[config.mk]
export PLATFORM = sky130hd
export DESIGN_NAME = windowed_grid_projection
export DESIGN_NICKNAME = d
export VERILOG_FILES = /design/src/design/wgp_pkg.sv /design/src/design/wgp_ram.sv /design/src/design/wgp_cfg_regs.sv /design/src/design/windowed_grid_projection.sv
export SDC_FILE = /design/constraint.sdc
export NUM_CORES = 2
export LEC_CHECK = 0
export CAP_MARGIN = 30
export CORE_UTILIZATION = 25
export CTS_CLUSTER_DIAMETER = 150
export DETAILED_ROUTE_END_ITERATION = 6
export DONT_BUFFER_PORTS = 1
export PLACE_DENSITY = 0.47
export SYNTH_ARGS = -nofsm -noshare
export SYNTH_HDL_FRONTEND = slang
export SYNTH_HIERARCHICAL = 1
export SYNTH_SLANG_ARGS = --single-unit
export TNS_END_PERCENT = 10
[constraint.sdc]
create_clock -name aclk -period 6.5 [get_ports aclk]
set_input_delay 0.65 -clock aclk [delete_from_list [all_inputs] [get_ports aclk]]
set_output_delay 0.65 -clock aclk [all_outputs]
set_load 0.05 [all_outputs]
[src/design/wgp_pkg.sv]
// ----------------------------------------------------------------------------
// wgp_pkg
// shared types and constants of the windowed grid projection block
// ----------------------------------------------------------------------------
package wgp_pkg;

    // configuration register geometry
    localparam int CFG_W     = 6;
    localparam int CFG_IDX_W = 3;

    // result field widths
    localparam int BIN_W      = 5;
    localparam int SUM_W      = 42;
    localparam int OUT_DATA_W = ((BIN_W + SUM_W + 7) / 8) * 8;

    // register indexes on the configuration port
    localparam logic [CFG_IDX_W-1:0] REG_X_BINS       = 3'd0;
    localparam logic [CFG_IDX_W-1:0] REG_Y_BINS       = 3'd1;
    localparam logic [CFG_IDX_W-1:0] REG_PHI_X_FIRST  = 3'd2;
    localparam logic [CFG_IDX_W-1:0] REG_PHI_X_LAST   = 3'd3;
    localparam logic [CFG_IDX_W-1:0] REG_ETA_Y_FIRST  = 3'd4;
    localparam logic [CFG_IDX_W-1:0] REG_ETA_Y_LAST   = 3'd5;

    // register reset values
    localparam logic [CFG_W-1:0] RST_X_BINS      = 6'd20;
    localparam logic [CFG_W-1:0] RST_Y_BINS      = 6'd20;
    localparam logic [CFG_W-1:0] RST_PHI_X_FIRST = 6'd0;
    localparam logic [CFG_W-1:0] RST_PHI_X_LAST  = 6'd10;
    localparam logic [CFG_W-1:0] RST_ETA_Y_FIRST = 6'd6;
    localparam logic [CFG_W-1:0] RST_ETA_Y_LAST  = 6'd10;

    typedef struct packed {
        logic [CFG_W-1:0] x_bins;
        logic [CFG_W-1:0] y_bins;
        logic [CFG_W-1:0] phi_x_first;
        logic [CFG_W-1:0] phi_x_last;
        logic [CFG_W-1:0] eta_y_first;
        logic [CFG_W-1:0] eta_y_last;
    } cfg_regs_t;

endpackage

[src/design/wgp_ram.sv]
// ----------------------------------------------------------------------------
// wgp_ram
// generic single-write, single-read ram with registered read data
// ----------------------------------------------------------------------------
module wgp_ram #(
    parameter int WIDTH = 42,
    parameter int DEPTH = 32
) (
    input  logic                     aclk,
    input  logic                     wr_en,
    input  logic [$clog2(DEPTH)-1:0] wr_addr,
    input  logic [WIDTH-1:0]         wr_data,
    input  logic [$clog2(DEPTH)-1:0] rd_addr,
    output logic [WIDTH-1:0]         rd_data
);

    logic [WIDTH-1:0] mem [DEPTH];

    // read returns the old contents on a same-address write
    always_ff @(posedge aclk) begin
        if (wr_en) begin
            mem[wr_addr] <= wr_data;
        end
        rd_data <= mem[rd_addr];
    end

endmodule

[src/design/wgp_cfg_regs.sv]
// ----------------------------------------------------------------------------
// wgp_cfg_regs
// configuration register file of the windowed grid projection
// ----------------------------------------------------------------------------
module wgp_cfg_regs (
    input  logic                           aclk,
    input  logic                           aresetn,
    input  logic                           cfg_valid,
    output logic                           cfg_ready,
    input  logic [wgp_pkg::CFG_IDX_W-1:0]  cfg_index,
    input  logic [wgp_pkg::CFG_W-1:0]      cfg_data,
    output wgp_pkg::cfg_regs_t             cfg_regs
);

    wgp_pkg::cfg_regs_t regs_reg;

    assign cfg_ready = 1'b1;
    assign cfg_regs  = regs_reg;

    always_ff @(posedge aclk) begin
        if (!aresetn) begin
            regs_reg.x_bins      <= wgp_pkg::RST_X_BINS;
            regs_reg.y_bins      <= wgp_pkg::RST_Y_BINS;
            regs_reg.phi_x_first <= wgp_pkg::RST_PHI_X_FIRST;
            regs_reg.phi_x_last  <= wgp_pkg::RST_PHI_X_LAST;
            regs_reg.eta_y_first <= wgp_pkg::RST_ETA_Y_FIRST;
            regs_reg.eta_y_last  <= wgp_pkg::RST_ETA_Y_LAST;
        end else if (cfg_valid) begin
            case (cfg_index)
                wgp_pkg::REG_X_BINS:      regs_reg.x_bins      <= cfg_data;
                wgp_pkg::REG_Y_BINS:      regs_reg.y_bins      <= cfg_data;
                wgp_pkg::REG_PHI_X_FIRST: regs_reg.phi_x_first <= cfg_data;
                wgp_pkg::REG_PHI_X_LAST:  regs_reg.phi_x_last  <= cfg_data;
                wgp_pkg::REG_ETA_Y_FIRST: regs_reg.eta_y_first <= cfg_data;
                wgp_pkg::REG_ETA_Y_LAST:  regs_reg.eta_y_last  <= cfg_data;
                default: ;
            endcase
        end
    end

endmodule

[src/design/windowed_grid_projection.sv]
// ----------------------------------------------------------------------------
// windowed_grid_projection
// windowed x and y projections of a streamed 2d grid of signed q16.16 cells
// ----------------------------------------------------------------------------
// usage:
//   cells of one grid enter on the s_ channel, x outer and y inner, one item
//   per cycle while s_tready is high. a cell whose 1-based row lies in the
//   eta window is added to its column sum; a cell whose 1-based column lies
//   in the phi window is added to its row sum. the sums live in two 32-entry
//   rams (read as a cell is taken, added to and written back in the next
//   cycle, with forwarding of the previous write when the same entry comes
//   back at once). after the final cell of a grid, s_tready drops, a flush
//   state lets the last write land, then nx column sums (m_tuser low) and ny
//   row sums (m_tuser high) leave on the m_ channel; m_tlast marks the last
//   row sum. each result passes a ram read, an output load and a handshake,
//   and the sequencer just waits while the receiver holds m_tready low. the
//   next grid is taken only after the burst.
//   configuration writes go on the cfg_ channel, always ready, and are meant
//   for idle time only. reset restores the register defaults, the grid
//   position and marks every ram entry empty (no clearing pass needed).
// ----------------------------------------------------------------------------
module windowed_grid_projection #(
    parameter int MAX_BINS    = 32,
    parameter int VALUE_WIDTH = 32
) (
    input  logic                              aclk,
    input  logic                              aresetn,
    // input cells
    input  logic                              s_tvalid,
    output logic                              s_tready,
    input  logic [((VALUE_WIDTH+7)/8)*8-1:0]  s_tdata,   // cell_value
    // projection results
    output logic                              m_tvalid,
    input  logic                              m_tready,
    output logic [wgp_pkg::OUT_DATA_W-1:0]    m_tdata,   // bin_index, sum
    output logic                              m_tuser,   // axis
    output logic                              m_tlast,
    // configuration writes
    input  logic                              cfg_valid,
    output logic                              cfg_ready,
    input  logic [wgp_pkg::CFG_IDX_W-1:0]     cfg_index,
    input  logic [wgp_pkg::CFG_W-1:0]         cfg_data
);

    localparam int IDX_W = $clog2(MAX_BINS);
    localparam int CNT_W = $clog2(MAX_BINS + 1);
    localparam int CMP_W = ((CNT_W > wgp_pkg::CFG_W) ? CNT_W : wgp_pkg::CFG_W) + 1;
    localparam int SUM_W = wgp_pkg::SUM_W;
    localparam int PAD_W = wgp_pkg::OUT_DATA_W - wgp_pkg::BIN_W - SUM_W;

    // sequencer states
    localparam logic [2:0] ST_IDLE  = 3'd0;  // taking cells
    localparam logic [2:0] ST_FLUSH = 3'd1;  // final cell write lands
    localparam logic [2:0] ST_RD    = 3'd2;  // read one sum
    localparam logic [2:0] ST_LD    = 3'd3;  // load the output register
    localparam logic [2:0] ST_SEND  = 3'd4;  // wait for the receiver

    wgp_pkg::cfg_regs_t cfg;

    wgp_cfg_regs u_cfg (
        .aclk      (aclk),
        .aresetn   (aresetn),
        .cfg_valid (cfg_valid),
        .cfg_ready (cfg_ready),
        .cfg_index (cfg_index),
        .cfg_data  (cfg_data),
        .cfg_regs  (cfg)
    );

    // effective bin counts: zero acts as one, too large clips to the store
    logic [CMP_W-1:0] nx, ny;

    always_comb begin
        if (cfg.x_bins == '0) begin
            nx = CMP_W'(1);
        end else if (CMP_W'(cfg.x_bins) > CMP_W'(MAX_BINS)) begin
            nx = CMP_W'(MAX_BINS);
        end else begin
            nx = CMP_W'(cfg.x_bins);
        end
        if (cfg.y_bins == '0) begin
            ny = CMP_W'(1);
        end else if (CMP_W'(cfg.y_bins) > CMP_W'(MAX_BINS)) begin
            ny = CMP_W'(MAX_BINS);
        end else begin
            ny = CMP_W'(cfg.y_bins);
        end
    end

    logic [2:0]       state_reg, state_next;
    logic [IDX_W-1:0] x_pos_reg, y_pos_reg;

    // stage 1: cell whose sums are being read this cycle
    logic                          s1_valid_reg;
    logic [IDX_W-1:0]              s1_xa_reg, s1_ya_reg;
    logic                          s1_x_en_reg, s1_y_en_reg;
    logic signed [VALUE_WIDTH-1:0] s1_value_reg;

    // last write of each ram, for an entry read in the same cycle
    logic             fwdx_valid_reg, fwdy_valid_reg;
    logic [IDX_W-1:0] fwdx_addr_reg, fwdy_addr_reg;
    logic [SUM_W-1:0] fwdx_data_reg, fwdy_data_reg;

    // entry-written flags; an empty entry reads as zero
    logic [MAX_BINS-1:0] xvld_reg, yvld_reg;
    logic                rdx_vld_reg, rdy_vld_reg;

    // burst sequencer
    logic             em_axis_reg;
    logic [IDX_W-1:0] em_idx_reg;
    logic             m_valid_reg, m_last_reg, m_axis_reg;
    logic [IDX_W-1:0] m_bin_reg;
    logic [SUM_W-1:0] m_sum_reg;

    // ram ports
    logic [IDX_W-1:0] rdx_addr, rdy_addr;
    logic [SUM_W-1:0] rdx_data, rdy_data;
    logic             wrx_en, wry_en;
    logic [SUM_W-1:0] x_new, y_new, x_old, y_old, v_ext;

    // current cell position and windows
    logic [IDX_W-1:0] xp, yp;
    logic [CMP_W-1:0] x1, y1;
    logic             x_in_phi, y_in_eta, y_wrap, grid_end, accept;
    logic             m_hs, em_x_done, em_last;

    assign accept = s_tvalid && s_tready;
    assign m_hs   = m_valid_reg && m_tready;

    always_comb begin
        xp = (CMP_W'(x_pos_reg) >= nx) ? IDX_W'(nx - CMP_W'(1)) : x_pos_reg;
        yp = (CMP_W'(y_pos_reg) >= ny) ? IDX_W'(ny - CMP_W'(1)) : y_pos_reg;
        x1 = CMP_W'(xp) + CMP_W'(1);
        y1 = CMP_W'(yp) + CMP_W'(1);
        x_in_phi = (x1 >= CMP_W'(cfg.phi_x_first)) && (x1 <= CMP_W'(cfg.phi_x_last));
        y_in_eta = (y1 >= CMP_W'(cfg.eta_y_first)) && (y1 <= CMP_W'(cfg.eta_y_last));
        y_wrap   = (y1 >= ny);
        grid_end = y_wrap && (x1 >= nx);
    end

    // read at the cell position while streaming, at the burst index otherwise
    assign rdx_addr = (state_reg == ST_IDLE) ? xp : em_idx_reg;
    assign rdy_addr = (state_reg == ST_IDLE) ? yp : em_idx_reg;

    // read-modify-write of stage 1
    always_comb begin
        v_ext = SUM_W'(s1_value_reg);
        if (fwdx_valid_reg && (fwdx_addr_reg == s1_xa_reg)) begin
            x_old = fwdx_data_reg;
        end else begin
            x_old = rdx_vld_reg ? rdx_data : '0;
        end
        if (fwdy_valid_reg && (fwdy_addr_reg == s1_ya_reg)) begin
            y_old = fwdy_data_reg;
        end else begin
            y_old = rdy_vld_reg ? rdy_data : '0;
        end
        x_new  = x_old + v_ext;
        y_new  = y_old + v_ext;
        wrx_en = s1_valid_reg && s1_x_en_reg;
        wry_en = s1_valid_reg && s1_y_en_reg;
    end

    wgp_ram #(.WIDTH(SUM_W), .DEPTH(MAX_BINS)) u_xsum (
        .aclk    (aclk),
        .wr_en   (wrx_en),
        .wr_addr (s1_xa_reg),
        .wr_data (x_new),
        .rd_addr (rdx_addr),
        .rd_data (rdx_data)
    );

    wgp_ram #(.WIDTH(SUM_W), .DEPTH(MAX_BINS)) u_ysum (
        .aclk    (aclk),
        .wr_en   (wry_en),
        .wr_addr (s1_ya_reg),
        .wr_data (y_new),
        .rd_addr (rdy_addr),
        .rd_data (rdy_data)
    );

    // burst bookkeeping
    assign em_x_done = (CMP_W'(em_idx_reg) + CMP_W'(1)) >= nx;
    assign em_last   = em_axis_reg && ((CMP_W'(em_idx_reg) + CMP_W'(1)) >= ny);

    always_comb begin
        state_next = state_reg;
        case (state_reg)
            ST_IDLE:  if (accept && grid_end) state_next = ST_FLUSH;
            ST_FLUSH: state_next = ST_RD;
            ST_RD:    state_next = ST_LD;
            ST_LD:    state_next = ST_SEND;
            ST_SEND: begin
                if (m_hs) begin
                    state_next = m_last_reg ? ST_IDLE : ST_RD;
                end
            end
            default:  state_next = ST_IDLE;
        endcase
    end

    // control state
    always_ff @(posedge aclk) begin
        if (!aresetn) begin
            state_reg      <= ST_IDLE;
            x_pos_reg      <= '0;
            y_pos_reg      <= '0;
            s1_valid_reg   <= 1'b0;
            fwdx_valid_reg <= 1'b0;
            fwdy_valid_reg <= 1'b0;
            xvld_reg       <= '0;
            yvld_reg       <= '0;
            em_axis_reg    <= 1'b0;
            em_idx_reg     <= '0;
            m_valid_reg    <= 1'b0;
        end else begin
            state_reg      <= state_next;
            s1_valid_reg   <= accept;
            fwdx_valid_reg <= wrx_en;
            fwdy_valid_reg <= wry_en;

            if (accept) begin
                if (grid_end) begin
                    x_pos_reg <= '0;
                    y_pos_reg <= '0;
                end else if (y_wrap) begin
                    x_pos_reg <= IDX_W'(x1);
                    y_pos_reg <= '0;
                end else begin
                    x_pos_reg <= xp;
                    y_pos_reg <= IDX_W'(y1);
                end
            end

            if (wrx_en) begin
                xvld_reg[s1_xa_reg] <= 1'b1;
            end
            if (wry_en) begin
                yvld_reg[s1_ya_reg] <= 1'b1;
            end

            if (state_reg == ST_LD) begin
                m_valid_reg <= 1'b1;
            end else if (m_hs) begin
                m_valid_reg <= 1'b0;
            end

            if (m_hs) begin
                if (m_last_reg) begin
                    // grid done: every entry reads as zero again
                    xvld_reg    <= '0;
                    yvld_reg    <= '0;
                    em_axis_reg <= 1'b0;
                    em_idx_reg  <= '0;
                end else if (!em_axis_reg && em_x_done) begin
                    em_axis_reg <= 1'b1;
                    em_idx_reg  <= '0;
                end else begin
                    em_idx_reg  <= em_idx_reg + IDX_W'(1);
                end
            end
        end
    end

    // payload
    always_ff @(posedge aclk) begin
        rdx_vld_reg <= xvld_reg[rdx_addr];
        rdy_vld_reg <= yvld_reg[rdy_addr];
        if (accept) begin
            s1_xa_reg    <= xp;
            s1_ya_reg    <= yp;
            s1_x_en_reg  <= y_in_eta;
            s1_y_en_reg  <= x_in_phi;
            s1_value_reg <= s_tdata[VALUE_WIDTH-1:0];
        end
        fwdx_addr_reg <= s1_xa_reg;
        fwdx_data_reg <= x_new;
        fwdy_addr_reg <= s1_ya_reg;
        fwdy_data_reg <= y_new;
        if (state_reg == ST_LD) begin
            m_axis_reg <= em_axis_reg;
            m_bin_reg  <= em_idx_reg;
            m_last_reg <= em_last;
            if (em_axis_reg) begin
                m_sum_reg <= rdy_vld_reg ? rdy_data : '0;
            end else begin
                m_sum_reg <= rdx_vld_reg ? rdx_data : '0;
            end
        end
    end

    assign s_tready = (state_reg == ST_IDLE);
    assign m_tvalid = m_valid_reg;
    assign m_tuser  = m_axis_reg;
    assign m_tlast  = m_last_reg;
    assign m_tdata  = {{PAD_W{1'b0}}, m_sum_reg, wgp_pkg::BIN_W'(m_bin_reg)};

    // no cell is taken while a result is on offer
    a_no_input_during_burst: assert property (@(posedge aclk) disable iff (!aresetn)
        m_valid_reg |-> !s_tready)
        else $error("cell taken while a result is pending");

    // the grid's final cell always leads into the flush cycle
    a_final_cell_flush: assert property (@(posedge aclk) disable iff (!aresetn)
        (accept && grid_end) |=> (state_reg == ST_FLUSH))
        else $error("final cell did not start the burst");

    // no accumulation write overlaps a burst read
    a_no_rmw_in_burst: assert property (@(posedge aclk) disable iff (!aresetn)
        (state_reg == ST_RD || state_reg == ST_LD || state_reg == ST_SEND)
            |-> !s1_valid_reg)
        else $error("accumulation still active during burst");

    // the last result of a burst is a row sum
    a_last_is_row: assert property (@(posedge aclk) disable iff (!aresetn)
        (m_valid_reg && m_last_reg) |-> m_axis_reg)
        else $error("burst ended on a column sum");

    // store reads as empty once the burst completes
    a_store_cleared: assert property (@(posedge aclk) disable iff (!aresetn)
        (m_hs && m_last_reg) |=> (xvld_reg == '0 && yvld_reg == '0
            && state_reg == ST_IDLE))
        else $error("store not cleared after burst");

endmodule
# == After elaboration in Yosys (flattened, before gate mapping) ==
# Memory sizes are Yosys's and may differ from the RTL's. A register that Yosys moved wholly into a read port is not among the register bits.
# Index checks and enable logic that the tools add are counted.
# totals
out_inout_bits,53
reg_bits,312
word_cells,149
ramBits,2688
memories,2
# classes
n_bitwise,2
n_lt_le_gt_ge,18
n_reduce_logical,29
muxes,45
n_addsub,8
eq_ne,13
# memory_table
memory,depth,word_bits,rd,rd_clocked_by_memory_dff,wr,line_no,rtl
u_xsum.mem,32,42,1,1,1,wgp_ram.sv:17,logic [WIDTH-1:0] mem [DEPTH];
u_ysum.mem,32,42,1,1,1,wgp_ram.sv:17,
# ops
cell,n
$mux W42,5
$mux W32,6
$add A42 B42 Y42,2
$or A32 B32 Y32,2
$mux W5,10
$ge A6 B6 Y1,6
$lt A5 B6 Y1 const B,4
$mux W6,4
$add A5 B1 Y6 const B,3
$reduce_and A2 Y1,8
$pmux W3 S5,1
$logic_and A1 B1 Y1,14
$eq A3 B2 Y1 const B,4
$ge A5 B6 Y1,2
$gt A6 B6 Y1 const B,2
$le A6 B6 Y1,2
$logic_not A6 Y1,2
$mux W1,12
$bmux W1 S5,2
$demux W1 S5,2
$eq A5 B5 Y1,2
$ge A5 B1 Y1 const B,2
$sub A5 B1 Y5 const B,2
$eq A3 B3 Y1 const B,3
9 further kinds,13

# == Depth between registers and ports, before layout ==
# logic_depth
ltp_word,11
depth_mapped,20
ltp_nobuf,20

# == Hierarchy ==
# The synthesis kept the hierarchy.
# by_module_without_submodules
mod,n_inst,area_each_um2,cells_each
wgp_ram at u_ysum,1,53202.3,2953
wgp_ram at u_xsum,1,53199.8,2953
windowed_grid_projection,1,16291.9,1838
wgp_cfg_regs,1,1435.1,136

# == Worst setup path before layout ==
# Ideal clock, no wire load.
# synth_path
path_type,flip-flop to flip-flop
start,register s1_ya_reg[4]
end,memory u_ysum.mem[0][38] (data pin)
arrival_time_ps,5135
setup_ps,474
slack_ps,891
required_ps,6026
path_stages_with_launch,21
period_less_slack_ps,5609
cell_sequence,edfxtp_1 clkbuf_1 xor2_1 nor4_1 and3_1 clkbuf_1 clkbuf_1 nand2_1 o21ai_0 ha_1 fa_1 a211oi_1 o21ai_0 a21oi_1 nand3_1 o211ai_1 o21ai_2 a31oi_2 o21ai_0 o41ai_2 o31ai_1
# synth_via
elab_chain_cells,4
# synth_lines
element,line_no,rtl
start: declaration,windowed_grid_projection.sv:95,"logic [IDX_W-1:0] s1_xa_reg, s1_ya_reg;"
start signal: assignment,windowed_grid_projection.sv:271,s1_ya_reg <= yp;
$eq A5 B5 Y1,windowed_grid_projection.sv:153,if (fwdy_valid_reg && (fwdy_addr_reg == s1_ya_reg)) begin
$logic_and A1 B1 Y1,windowed_grid_projection.sv:153,
$mux W42,windowed_grid_projection.sv:153,
$add A42 B42 Y42,windowed_grid_projection.sv:159,y_new = y_old + v_ext;
named net y_new[38],windowed_grid_projection.sv:119,"logic [SUM_W-1:0] x_new, y_new, x_old, y_old, v_ext;"
end: declaration,wgp_ram.sv:17,
# The timed path passes the listed nets, and every way through them passes these cells.

# == Worst setup path in the final report ==
# layout_path
start,register s1_ya_reg[0]
end,memory u_ysum.mem[13][36] (data pin)
# Same word-level chain as after synthesis.

==> summary.txt <==
Power and ir drop
  • Internal power: 0.0337 W
  • Clock Power Share: 0.443
  • Sequential share of power: 0.512
  • Combinational Power Share: 0.045
  • Maximum vdd drop: 0.000217 V
  • Cell Pwr Density: 295 nW/um2
  • Sw frac: 0.218
  • Switching Power: 0.00942 W
  • Leakage power total: 46.8 nW
  • Power Total: 0.0432 W

Logic synthesis
  • Largest family of logic cells by synthesized area: multiplexers
  • Asr flop ratio synth: 0
  • Synth Area in Simple Gates: 0.0500
  • Register area share after synthesis: 0.722
  • Post-Syn Nets: 8,071
  • Dominant register cell in the synthesized netlist: sky130_fd_sc_hd__edfxtp_1
  • Complex-gate fraction of the synthesized area: 0.0690
  • Mean instance size in the synthesized netlist: 15.8 um2
  • Yosys warnings: 6
  • Post-synthesis instance area: 124,000 um2
  • #FFs+latches synth: 3,084
  • Post-synth top area cell: sky130_fd_sc_hd__edfxtp_1
  • Top cells by area in the synthesized netlist: sky130_fd_sc_hd__edfxtp_1, sky130_fd_sc_hd__mux2i_1, sky130_fd_sc_hd__dfxtp_1
  • Yosys top cell area share: 0.673
  • Area share of fa/ha/maj cells after synthesis: 0.0147
  • Synthesized netlist cell count: 7,880
  • Count of distinct cell types in the synthesized netlist: 99
  • Number of enable flip-flop cells after synthesis: 2,781
  • Fraction of synthesized area in multiplexers: 0.114
  • Fraction of synthesized cell area in xor and xnor cells: 0.00720

Clock tree
  • Clock root buffer: sky130_fd_sc_hd__clkbuf_16
  • Clock slew seen by the registers of the worst setup and hold paths: 0.06 ns
  • Worst-case clock buffer depth: 4
  • Clock Sink Count: 3,084
  • Insertion delay of the later-clocked pin in the worst-skew pair: 0.94 ns
  • Number of H-tree branching levels: 5
  • Cts bufs inserted: 338
  • Number of resized instances in the post-cts repair step: 0
  • Post-CTS setup buffer count: 0
  • CTS tree: yes

Place
  • Setup slack at placement: 0.606 ns
  • Post-Place Cell Area: 135,000 um2
  • Port bufs: 0
  • Post-detailed-placement half-perimeter wirelength: 225 mm
  • Final RePlAce weighted congestion: 0.825

Timing
  • Post-route setup TNS: 0 ns
  • Worst clock skew on the final layout: 0.0538 ns
  • Worst hold slack after final layout: 0.0927 ns
  • Setup-violating endpoint count in the final report: 0
  • Least setup slack across all paths after layout: 0.518 ns
  • Unrepaired setup endpoints after global routing: no
  • Max-slew violation count: 0
  • Worst slew pin tran: 1.05 ns
  • Tmin final: 5.98 ns
  • Achievable clock frequency: 167 MHz
  • Fin crit share: 0.920
  • Relative slew slack: 0.294
  • Hold Vio Cnt, Final: 0

Global routing
  • All-layer global routing usage: 0.149
  • Via count of the first global-routing pass: 70,600
  • Antenna violations before repair: 54
  • Global Route met1 Usage: 0.194
  • Aggregate global routing overflow: 0
  • Maximum number of pins on one net before global-route repair: 93
  • Layer with the highest usage after global routing: met2
  • Met2 routing resource usage after global routing: 0.259
  • Global-route met3 utilization: 0.0218
  • Wire length of the first global-routing pass: 539 mm

Floorplanning
  • FP Rows: 258
  • Die Width: 707 um
  • Placeable Area: 494,000 um2
  • Height of the chip: 707 um
  • Number of top-level pins: 99
  • Initial core utilization: 0.251
  • Total Die Area: 499,000 um2

Hold path
  • Hold Crit Endpoint: u_cfg/cfg_regs[12]
  • Worst Hold Launch: cfg_index[1]
  • Cell count of the worst hold path: 2
  • Type of the most critical hold path: in2reg

Worst setup path
  • Startpoint type of the worst setup path: register
  • Arrival @ worst endpoint: 6.69 ns
  • Reg2reg end: u_ysum/mem[13][36]
  • Depth of the most critical reg-to-reg path: 17
  • Class of the most critical setup path: reg2reg
  • Worst r2r src: s1_ya_reg[0]
  • Setup slack of the most critical reg-to-reg path: 0.52 ns
  • Category of the worst setup path capture point: register
  • Required time at the worst-slack endpoint: 7.21 ns
  • CP max FO: 33

Drt
  • Antenna Violating Nets Remaining: 0
  • DRC violations left: 0
  • Wire length per cell: 25.5 um
  • Sum of routed wire length over all layers: 386 mm
  • First-iteration detailed-routing DRC count: 5,838
  • Total number of vias: 70,800
  • Total iterations of the first detailed-routing run: 5
  • Post-DR vias/cell: 4.68

Run status
  • Outcome: finished, final reports clean

Final layout
  • Leading registers by flop count: u_xsum/mem: 1344 flops, u_ysum/mem: 1344 flops
  • Filler Cell Count: 48,800
  • Area growth, synth to finish: 18.0%
  • Final design area excluding fillers: 146,000 um2
  • Nets@finish: 8,386
  • Share of final-layout standard cells stronger than drive strength 1: 0.126

Job
  • Count of maximum capacitance violations: 0
synthesized netlist by cell type (7+ instances only):
library cell and n:
sky130_fd_sc_hd__o21ai_1 8, sky130_fd_sc_hd__nor2b_1 45, sky130_fd_sc_hd__xnor2_1 67, sky130_fd_sc_hd__ha_1 143, sky130_fd_sc_hd__o21bai_1 10, sky130_fd_sc_hd__a21oi_1 410, sky130_fd_sc_hd__buf_1 25, sky130_fd_sc_hd__a21boi_0 11
sky130_fd_sc_hd__nand2b_1 23, sky130_fd_sc_hd__and3_1 15, sky130_fd_sc_hd__nand3b_1 12, sky130_fd_sc_hd__buf_8 21, sky130_fd_sc_hd__or3_1 7, sky130_fd_sc_hd__xor2_1 35, sky130_fd_sc_hd__nand2_1 538, sky130_fd_sc_hd__nand3_1 327
sky130_fd_sc_hd__and2_1 10, sky130_fd_sc_hd__a211oi_1 20, sky130_fd_sc_hd__o21a_1 15, sky130_fd_sc_hd__inv_1 64, sky130_fd_sc_hd__a21o_1 53, sky130_fd_sc_hd__buf_4 75, sky130_fd_sc_hd__buf_6 49, sky130_fd_sc_hd__dfxtp_1 303
sky130_fd_sc_hd__a31oi_1 95, sky130_fd_sc_hd__clkbuf_1 154, sky130_fd_sc_hd__nor3_1 107, sky130_fd_sc_hd__a22oi_1 260, sky130_fd_sc_hd__a22o_1 168, sky130_fd_sc_hd__nor2_1 204, sky130_fd_sc_hd__mux2i_1 1397, sky130_fd_sc_hd__o21ai_0 170
sky130_fd_sc_hd__edfxtp_1 2781, sky130_fd_sc_hd__buf_2 98, sky130_fd_sc_hd__nor3b_1 13
timing repair:
action	4_1_cts	5_1_grt
hold endpoints to repair	91	0
endpoints found under the setup margin	0	0
hold buffers	43	0
metal layers:
layer  routed length, um  up-vias
met1              166000    37200
met2              190000     1881
li1                    -    31200
met4               10300        8
met3               18600      543
met5                  47        -
cells in the final DEF (no fill, tap or decap), drive strengths merged, types with 206 or more instances in the layout:
cell,n
mux2i,1399
nand2,538
a22oi,260
a21oi,417
edfxtp,2781
nand3,328
dfxtp,303
nor2,206
buf,360
clkbuf,456
cells by family (layout without fill, tap and decap cells):
group                    Yosys count  after routing
AO/OA/AOI/OAI                   1292           1292
flip-flops                      3084           3084
other                              2             13
XOR/XNOR                         102            102
AND/OR/NAND/NOR                 1351           1351
multiplexers                    1407           1407
buffers and inverters            497           1097
adder cells (fa/ha/maj)          145            145
worst max path at each step:
stage	start	end	slack, ns	depth (start not counted)
6_report	s1_ya_reg[0]	u_ysum/mem[13][36]	0.52	17
5_1_grt	s1_xa_reg[1]	u_xsum/mem[28][37]	0.34	18
4_1_cts	s1_xa_reg[1]	u_xsum/mem[6][41]	0.61	18
3_5_place_dp	s1_xa_reg[1]	u_xsum/mem[6][41]	0.61	18
3_3_place_gp	s1_xa_reg[1]	u_xsum/mem[9][35]	0.27	15
2_1_floorplan	s1_ya_reg[4]	u_ysum/mem[0][38]	0.89	20
worst max-delay path, cell delays in order (launching register included):
cell and delay [ns]:
sky130_fd_sc_hd__edfxtp_1 0.51, sky130_fd_sc_hd__xor2_1 0.19, sky130_fd_sc_hd__nor4_1 0.33, sky130_fd_sc_hd__and3_4 0.38, sky130_fd_sc_hd__o21ai_0 0.13, sky130_fd_sc_hd__ha_1 0.24
sky130_fd_sc_hd__fa_1 0.48, sky130_fd_sc_hd__a211oi_1 0.38, sky130_fd_sc_hd__o21ai_0 0.29, sky130_fd_sc_hd__a21oi_1 0.35, sky130_fd_sc_hd__nand3_1 0.14, sky130_fd_sc_hd__o211ai_1 0.27
sky130_fd_sc_hd__o21ai_2 0.23, sky130_fd_sc_hd__a31oi_2 0.51, sky130_fd_sc_hd__o21ai_0 0.26, sky130_fd_sc_hd__o41ai_2 0.54, sky130_fd_sc_hd__xnor2_2 0.18, sky130_fd_sc_hd__buf_4 0.33
through the flow:
stage	cells	utilization
2_1_floorplan	7880	-
6_report	15100	0.296
3_3_place_gp	14400	0.271
5_1_grt	15100	0.296
4_1_cts	15100	0.296
3_5_place_dp	14400	0.273
area by class of cell:
cell class,instances,area (um2),share of cell area
diodes,11,27.5,0.000188
clock buffers,455,9290,0.0635
clock inverters,170,1730,0.0118
inverters,69,279,0.00191
multi-input cells,4299,32900,0.224
flip-flops and latches,3084,89600,0.612
well taps,6630,8300,0.0567
repair buffers,403,4350,0.0297
power groups by stage:
stage	sequential, W	clock [W]	combinational, W
2_1_floorplan	0.0224	0	0.00123
3_3_place_gp	0.0225	0	0.00183
3_5_place_dp	0.0225	0	0.00192
4_1_cts	0.0221	0.0195	0.00196
5_1_grt	0.0221	0.0203	0.00211
6_report	0.0221	0.0191	0.00196
Note: power is estimated with default switching activity, not from simulation.
